## config.mk

```make
export PLATFORM = sky130hd
export DESIGN_NAME = led_panel_framebuffer_scan
export DESIGN_NICKNAME = d
export VERILOG_FILES = /design/src/hdl/lpfs_pkg.sv /design/src/hdl/led_panel_framebuffer_scan.sv /design/src/hdl/lpfs_ram.sv /design/src/hdl/lpfs_ctrl.sv /design/src/hdl/lpfs_datapath.sv
export SDC_FILE = /design/constraint.sdc
export NUM_CORES = 1
export LEC_CHECK = 0
export BUFFER_PORTS_ARGS = -buffer_cell sky130_fd_sc_hd__buf_2
export CORE_AREA = 2 2 271 273
export DETAILED_ROUTE_END_ITERATION = 6
export DIE_AREA = 0 0 273 275
export GPL_TIMING_DRIVEN = 1
export PLACE_DENSITY_LB_ADDON = 0.2
export SYNTH_ARGS = -nofsm -noshare
export SYNTH_HDL_FRONTEND = slang
export SYNTH_HIERARCHICAL = 1
export SYNTH_SLANG_ARGS = --single-unit
```

## constraint.sdc

```tcl
create_clock -name clk -period 4.8 [get_ports clk]
set_clock_uncertainty 0.2 [all_clocks]
set_input_delay 0.48 -clock clk [delete_from_list [all_inputs] [get_ports clk]]
set_output_delay 0.48 -clock clk [all_outputs]
set_load 0.1 [all_outputs]
```

## src/hdl/lpfs_pkg.sv

```systemverilog
`default_nettype none
package lpfs_pkg;

	// panel geometry
	localparam int unsigned PANEL_W    = 32;
	localparam int unsigned PANEL_H    = 16;

	// bit and byte constants
	localparam logic [7:0] MSB_MASK = 8'h80;
	localparam logic [2:0] BIT_SEL  = 3'h7;
	localparam logic [7:0] BYTE_ONES = 8'hFF;

	// operation codes
	typedef enum logic [1:0] {
		OP_WRITE = 2'd0,
		OP_FILL  = 2'd1,
		OP_SCAN  = 2'd2,
		OP_NONE  = 2'd3
	} op_t;

	// controller states
	typedef enum logic [1:0] {
		ST_IDLE,
		ST_WR_RD,
		ST_WR_MOD,
		ST_SCAN
	} state_t;

	// controller to datapath
	typedef struct packed {
		logic capture;
		logic fill;
		logic px_rd;
		logic px_wr;
		logic scan_go;
	} cmd_t;

	// datapath to controller
	typedef struct packed {
		logic in_range;
		logic scan_done;
	} sts_t;

endpackage
`default_nettype wire

```

## src/hdl/led_panel_framebuffer_scan.sv

```systemverilog
`default_nettype none
// Frame store and scan driver for PANELS chained 32x16 monochrome LED panels
// with 1/4 scan. Op 0 sets or clears one pixel (msb of a byte is the leftmost
// pixel; writes off the panel are dropped), op 1 fills the whole store with
// 0x00 or 0xFF, op 2 emits 16*PANELS items for row group scan_row: for each
// byte column the rows r+12, r+8, r+4 and r, each byte inverted to pin level,
// with row_lines equal to the group and last set on the final item (latch
// then output enable). Op 3 does nothing. A fill completes on acceptance; a
// pixel write steps through accept, read and modify-write, and one that falls
// off the panel skips the read and the write. In a scan the single read port
// of the frame store delivers one byte a cycle into the output register while
// the receiver does not stall, and the input is stalled until the last byte
// has entered that register. The store is dark after reset.
module led_panel_framebuffer_scan
	import lpfs_pkg::*;
#(
	parameter int unsigned PANELS = 1
) (
	input  wire logic       clk,
	input  wire logic       arst_n,
	input  wire logic       in_valid,
	output logic            in_stall,
	input  wire logic [1:0] op,
	input  wire logic [7:0] x,
	input  wire logic [4:0] y,
	input  wire logic       pixel_on,
	input  wire logic       fill_ones,
	input  wire logic [1:0] scan_row,
	output logic            out_valid,
	input  wire logic       out_stall,
	output logic [7:0]      shift_byte,
	output logic [1:0]      row_lines,
	output logic            last
);

	cmd_t cmd;
	sts_t sts;

	// sequencer
	lpfs_ctrl u_ctrl (
		.clk      (clk),
		.arst_n   (arst_n),
		.in_valid (in_valid),
		.op       (op),
		.in_stall (in_stall),
		.cmd      (cmd),
		.sts      (sts)
	);

	// store, scan counters and output register
	lpfs_datapath #(
		.PANELS (PANELS)
	) u_dp (
		.clk        (clk),
		.arst_n     (arst_n),
		.cmd        (cmd),
		.sts        (sts),
		.op         (op),
		.x          (x),
		.y          (y),
		.pixel_on   (pixel_on),
		.fill_ones  (fill_ones),
		.scan_row   (scan_row),
		.out_valid  (out_valid),
		.out_stall  (out_stall),
		.shift_byte (shift_byte),
		.row_lines  (row_lines),
		.last       (last)
	);

endmodule
`default_nettype wire

```

## src/hdl/lpfs_ram.sv

```systemverilog
`default_nettype none
module lpfs_ram #(
	parameter int unsigned WIDTH = 8,
	parameter int unsigned DEPTH = 64
) (
	input  wire logic                     clk,
	input  wire logic                     we,
	input  wire logic [$clog2(DEPTH)-1:0] waddr,
	input  wire logic [WIDTH-1:0]         wdata,
	input  wire logic                     re,
	input  wire logic [$clog2(DEPTH)-1:0] raddr,
	output logic      [WIDTH-1:0]         rdata
);

	logic [WIDTH-1:0] mem [DEPTH];

	// one write port, one registered read port
	always_ff @(posedge clk) begin
		if (we) begin
			mem[waddr] <= wdata;
		end
		if (re) begin
			rdata <= mem[raddr];
		end
	end

endmodule
`default_nettype wire

```

## src/hdl/lpfs_ctrl.sv

```systemverilog
`default_nettype none
module lpfs_ctrl
	import lpfs_pkg::*;
(
	input  wire logic       clk,
	input  wire logic       arst_n,
	input  wire logic       in_valid,
	input  wire logic [1:0] op,
	output logic            in_stall,
	output cmd_t            cmd,
	input  wire sts_t       sts
);

	state_t state_q, state_d;

	// state register
	always_ff @(posedge clk or negedge arst_n) begin
		if (!arst_n) begin
			state_q <= ST_IDLE;
		end else begin
			state_q <= state_d;
		end
	end

	// next state and commands
	always_comb begin
		state_d     = state_q;
		cmd         = '0;
		in_stall    = (state_q != ST_IDLE);
		unique case (state_q)
			ST_IDLE: begin
				if (in_valid) begin
					cmd.capture = 1'b1;
					unique case (op_t'(op))
						OP_WRITE: state_d = ST_WR_RD;
						OP_FILL:  cmd.fill = 1'b1;
						OP_SCAN:  state_d = ST_SCAN;
						OP_NONE:  state_d = ST_IDLE;
						default:  state_d = ST_IDLE;
					endcase
				end
			end
			ST_WR_RD: begin
				// off-panel writes are dropped
				if (sts.in_range) begin
					cmd.px_rd = 1'b1;
					state_d   = ST_WR_MOD;
				end else begin
					state_d = ST_IDLE;
				end
			end
			ST_WR_MOD: begin
				cmd.px_wr = 1'b1;
				state_d   = ST_IDLE;
			end
			ST_SCAN: begin
				cmd.scan_go = 1'b1;
				if (sts.scan_done) begin
					state_d = ST_IDLE;
				end
			end
			default: state_d = ST_IDLE;
		endcase
	end

endmodule
`default_nettype wire

```

## src/hdl/lpfs_datapath.sv

```systemverilog
`default_nettype none
module lpfs_datapath
	import lpfs_pkg::*;
#(
	parameter int unsigned PANELS = 1
) (
	input  wire logic       clk,
	input  wire logic       arst_n,
	input  wire cmd_t       cmd,
	output sts_t            sts,
	input  wire logic [1:0] op,
	input  wire logic [7:0] x,
	input  wire logic [4:0] y,
	input  wire logic       pixel_on,
	input  wire logic       fill_ones,
	input  wire logic [1:0] scan_row,
	output logic            out_valid,
	input  wire logic       out_stall,
	output logic [7:0]      shift_byte,
	output logic [1:0]      row_lines,
	output logic            last
);

	localparam int unsigned ROW_BYTES = 4 * PANELS;
	localparam int unsigned DEPTH     = PANEL_H * ROW_BYTES;
	localparam int unsigned AW        = $clog2(DEPTH);
	localparam int unsigned CW        = $clog2(ROW_BYTES);
	localparam int unsigned X_LIMIT   = PANEL_W * PANELS;

	// captured item fields
	logic [7:0] x_q;
	logic [4:0] y_q;
	logic       on_q;
	logic [1:0] row_q;

	always_ff @(posedge clk) begin
		if (cmd.capture) begin
			x_q   <= x;
			y_q   <= y;
			on_q  <= pixel_on;
			row_q <= scan_row;
		end
	end

	// fill value and per-entry written flags
	logic             fill_q;
	logic [DEPTH-1:0] valid_q;
	logic [AW-1:0]    px_addr;
	logic             px_we;
	logic             in_range;

	always_ff @(posedge clk or negedge arst_n) begin
		if (!arst_n) begin
			fill_q  <= 1'b0;
			valid_q <= '0;
		end else if (cmd.fill) begin
			fill_q  <= fill_ones;
			valid_q <= '0;
		end else if (px_we) begin
			valid_q[px_addr] <= 1'b1;
		end
	end

	// pixel address and panel bounds
	assign px_addr  = AW'(x_q[7:3]) + AW'(y_q[3:0]) * AW'(ROW_BYTES);
	assign in_range = ({1'b0, x_q} < 9'(X_LIMIT)) && !y_q[4];

	// scan sequencing: byte column c, then rows r+12, r+8, r+4, r
	logic [CW-1:0] c_q;
	logic [1:0]    k_q;
	logic          issued_all_q;
	logic          pend_q;
	logic          out_valid_q;
	logic          load;
	logic          issue;
	logic          issue_last;
	logic          scan_done;
	logic [AW-1:0] scan_addr;

	assign load       = pend_q && (!out_valid_q || !out_stall);
	assign issue      = cmd.scan_go && !issued_all_q && (!pend_q || load);
	assign issue_last = (c_q == CW'(ROW_BYTES - 1)) && (k_q == 2'd3);
	assign scan_addr  = AW'(row_q) * AW'(ROW_BYTES) + AW'(c_q)
		+ AW'(2'd3 - k_q) * AW'(4 * ROW_BYTES);
	assign scan_done  = issued_all_q && !pend_q;

	// status back to the controller
	assign sts = {in_range, scan_done};

	always_ff @(posedge clk or negedge arst_n) begin
		if (!arst_n) begin
			c_q          <= '0;
			k_q          <= '0;
			issued_all_q <= 1'b1;
			pend_q       <= 1'b0;
		end else begin
			if (cmd.capture && (op_t'(op) == OP_SCAN)) begin
				c_q          <= '0;
				k_q          <= '0;
				issued_all_q <= 1'b0;
			end else if (issue) begin
				k_q <= k_q + 2'd1;
				if (k_q == 2'd3) begin
					c_q <= c_q + CW'(1);
				end
				if (issue_last) begin
					issued_all_q <= 1'b1;
				end
			end
			if (issue) begin
				pend_q <= 1'b1;
			end else if (load) begin
				pend_q <= 1'b0;
			end
		end
	end

	// frame store, shared read port
	logic          re;
	logic [AW-1:0] raddr;
	logic [7:0]    rd_data;
	logic          valid_s1;
	logic          last_s1;
	logic [7:0]    byte_s1;
	logic [7:0]    mask;
	logic [7:0]    wdata;

	assign re    = issue || cmd.px_rd;
	assign raddr = issue ? scan_addr : px_addr;
	assign px_we = cmd.px_wr;

	always_ff @(posedge clk) begin
		if (re) begin
			valid_s1 <= valid_q[raddr];
			last_s1  <= issue_last;
		end
	end

	assign byte_s1 = valid_s1 ? rd_data : (fill_q ? BYTE_ONES : ~BYTE_ONES);

	// read-modify-write of one pixel bit, msb first
	assign mask  = MSB_MASK >> (x_q[2:0] & BIT_SEL);
	assign wdata = on_q ? (byte_s1 | mask) : (byte_s1 & ~mask);

	lpfs_ram #(
		.WIDTH (8),
		.DEPTH (DEPTH)
	) u_store (
		.clk   (clk),
		.we    (px_we),
		.waddr (px_addr),
		.wdata (wdata),
		.re    (re),
		.raddr (raddr),
		.rdata (rd_data)
	);

	// output register
	logic [7:0] shift_byte_q;
	logic [1:0] row_lines_q;
	logic       last_q;

	always_ff @(posedge clk or negedge arst_n) begin
		if (!arst_n) begin
			out_valid_q <= 1'b0;
		end else if (load) begin
			out_valid_q <= 1'b1;
		end else if (!out_stall) begin
			out_valid_q <= 1'b0;
		end
	end

	always_ff @(posedge clk) begin
		if (load) begin
			shift_byte_q <= ~byte_s1;
			row_lines_q  <= row_q;
			last_q       <= last_s1;
		end
	end

	assign out_valid  = out_valid_q;
	assign shift_byte = shift_byte_q;
	assign row_lines  = row_lines_q;
	assign last       = last_q;

endmodule
`default_nettype wire

```

==> results.ini <==
[timing]
finalHoldViolations=0
slew_viol_final=0
tightest_slew_ns=1.23
slew_headroom_pct=16.1
fin_setup_tns_ns=0
setup_ws_ns=0.404
rsz0062_at_grt=false
fmax_ghz=0.227
finalHoldWorstSlack_ns=0.0532
finalSetupViolCount=0
period_share_pct=91.6
finalCriticalPeriod_ns=4.40

[drt]
ant_nets=0
wl_mm=64.2
first_iter_violations=1281
via_per_inst=5.32
drt-pass1-iter-count=6
drc=0
dr_total_vias=13529
drt-wirelength-per-cell_um=25.2

[hold_path]
hp-start=op[0]
min_path_cells=4
min_to=u_ctrl/state_q[1]
min_path_type=in -> reg

[power_and_ir_drop]
p_per_area_mw_per_mm2=451
vdd.ir_drop.worst_uv=260
total_power_mw=13.1
leakage_nw=9.75

[setup_path]
slowest_delay_ns=0.68
r2r-end=u_dp/u_store/rdata[6]
critPathRequiredTime_ns=4.91
critPathLaunchType=flip-flop
cpMaxStageDelayCell=nor3_1
worst-path-max-fanout=18
ff2ff_path_depth=10
cp_data_arrival_time_ns=4.51
crit_buf_inv=1
r2r_start=u_ctrl/state_q[0]
cp_top_family=simple AND/OR/NAND/NOR gates
worst_setup_path_end_kind=flip-flop
crit_path_cell_trace=and2_2, nor2b_4, nand2_2, a21oi_2, clkinv_2, mux4_2, mux2_2, o221a_2, nor3_1, o32ai_1
criticalPathCategory=reg -> reg
r2r_setup_slack_ns=0.40

[die]
die_area_mm2=0.0751
ios=36
initial_core_util_pct=34.7
die_w_um=273
core_mm2=0.0723
placementRows=99
die_h_um=275

[place]
place_congestion=0.784
dpl.cell_count=2404
place_hpwl_mm=40.4
port_buffers=35
dpl-instance-area_mm2=0.0267
dpl_worst_slack_ns=0.332

[synthesis]
synth_fp_nets=1443
ys_seq_area_share_pct=73.1
async_flop_share_pct=11.9
yosysWarningCount=6
synth_cell_type_count=74
ys.flop_type=edfxtp_1
ys_seq_elements=623
syn_area_mm2=0.0251
synth_edf_count=549
syn_inst=1414
syn_area_per_cell_um2=17.7

[cts]
cts_buffers=68
cts_tree=built
path_clk_slew_ns=0.06
cts_sinks=623
clock_latency_ns=0.60
cts_resized=0
clockRootBuffer=clkbuf_16
htree_levels=3
clockBufferDepth=3

[grt]
grt_pass1_wl_mm=95.3
grt_pass1_vias=13748
grt_max_degree=75
antenna_found_initial=2
grt.total_usage_pct=17.4
grt.overflow.total=0

[final_layout]
nNetsFinal=1566
final_area_mm2=0.0290
synthToLayoutAreaGrowth_pct=15.6
final_util_pct=40.1
diodes=0
finalNonFillerCells=2545
drive_gt1_share_pct=22.9

[job]
maxCapViolCount=0

[outcome]
run_status=complete, no violations

## timing repair
action	CTS	global route
hold buffers	22	0
buffers inserted	0	0
endpoints found under the hold margin	93	0
## area by class of cell
class                   count  area (um^2)
fillers                  6539        43300
flip-flops and latches    623        18300
multi-input cells         709         6390
clock buffers              91         1870
well taps                 959         1200
repair buffers            122          911
clock inverters            28          241
inverters                  13         57.6
## metal layers
metal  wire [um]  up-vias  GRT usage, %  share of wire [%]
li1            -     5858             -                  -
met1       28900     7163          24.3                 45
met2       30400      424          27.7                 47
met3        3710       84          3.80                5.8
met4        1200        0          4.39                1.9
met5           0        -             0                  0
## logic make-up (layout without fill, tap and decap cells)
family                   Yosys count  in the layout  share of synthesized area (%)
flip-flops                       623            623                           73.1
AND/OR/NAND/NOR                  337            337                           6.12
multiplexers                     188            188                           14.0
AO/OA/AOI/OAI                    174            174                           4.49
buffers and inverters             82            254                           1.83
adder cells (fa/ha/maj)            6              6                          0.329
XOR/XNOR                           4              4                          0.140
## registers in the layout (all words and copies together), names as in the netlist
register and count:
u_dp/u_store/mem 512, u_dp/valid_q 64, u_dp/shift_byte 8, u_dp/u_store/rdata 8, u_dp/x_q 8, u_dp/y_q 5, u_ctrl/state_q 2, u_dp/c_q 2
u_dp/k_q 2, u_dp/row_lines 2, u_dp/row_q 2, u_dp/fill_q 1, u_dp/issued_all_q 1, u_dp/last 1, u_dp/last_s1 1, u_dp/on_q 1
u_dp/out_valid 1, u_dp/pend_q 1, u_dp/valid_s1 1
## cells in the final DEF, fill, tap and decap left out, drive strengths merged, types with 22 or more instances in the layout
| cell type | Yosys | layout |
|---|---|---|
| buf | 42 | 100 |
| dfrtp | 73 | 73 |
| nand2 | 61 | 61 |
| dlygate4sd3 | 0 | 22 |
| nand3 | 24 | 24 |
| nor2 | 173 | 173 |
| edfxtp | 549 | 549 |
| a21oi | 88 | 88 |
| clkbuf | 27 | 91 |
| mux4 | 128 | 128 |
| mux2i | 45 | 45 |
## worst register-to-register path: stages, from the launching register on
cell      delay [ns]
dfrtp_1         0.43
and2_2          0.18
nor2b_4         0.22
nand2_2         0.21
a21oi_2         0.41
clkinv_2        0.51
mux4_2          0.49
mux2_2          0.29
o221a_2         0.30
nor3_1          0.68
o32ai_1         0.20
## where the power goes
group | internal (mW) | total [mW] | switching (mW)
sequential | 6.22 | 6.30 | 0.0809
clock | 2.90 | 4.98 | 2.09
combinational | 0.617 | 1.81 | 1.19
## cells in the mapped netlist (all sizes together) (3+ instances only)
| master | number | area (um^2) |
|---|---|---|
| o221ai | 10 | 87.6 |
| nor4 | 3 | 18.8 |
| nand4 | 6 | 37.5 |
| mux4 | 128 | 2880 |
| dfrtp | 73 | 1830 |
| nor2 | 173 | 657 |
| o2111ai | 4 | 35.0 |
| buf | 42 | 309 |
| nor2b | 19 | 126 |
| nand2b | 14 | 87.6 |
| mux2i | 45 | 454 |
| a21oi | 88 | 455 |
| mux2 | 15 | 169 |
| nor3 | 14 | 80.1 |
| o22ai | 8 | 50.1 |
| and2 | 4 | 27.5 |
| nand3 | 24 | 125 |
| a31oi | 3 | 18.8 |
| nand2 | 61 | 234 |
| edfxtp | 549 | 16500 |
| o31ai | 3 | 27.5 |
| a211oi | 6 | 45.0 |
| a22oi | 6 | 45.0 |
| a21o | 3 | 22.5 |
| and3 | 4 | 25.0 |
| o2bb2ai | 3 | 26.3 |
| clkbuf | 27 | 101 |
| o32ai | 3 | 26.3 |
| nand3b | 5 | 37.5 |
| ha | 5 | 62.6 |
| a221oi | 6 | 52.6 |
| o21ai | 11 | 55.1 |
| inv | 13 | 48.8 |
## worst max-delay path by stage
| stage | from | endpoint | slack, ns | cells past startpoint |
|---|---|---|---|---|
| floorplan | u_dp/out_valid | u_dp/u_store/rdata[3] | 0.87 | 12 |
| global placement | out_stall | u_dp/u_store/rdata[6] | 0.32 | 11 |
| detailed placement | out_stall | u_dp/u_store/rdata[6] | 0.33 | 11 |
| CTS | u_ctrl/state_q[0] | u_dp/u_store/rdata[6] | 0.36 | 10 |
| global route | u_ctrl/state_q[0] | u_dp/u_store/rdata[6] | 0.23 | 10 |
| finish | u_ctrl/state_q[0] | u_dp/u_store/rdata[6] | 0.40 | 10 |
Power figures use the tool's default switching activity.
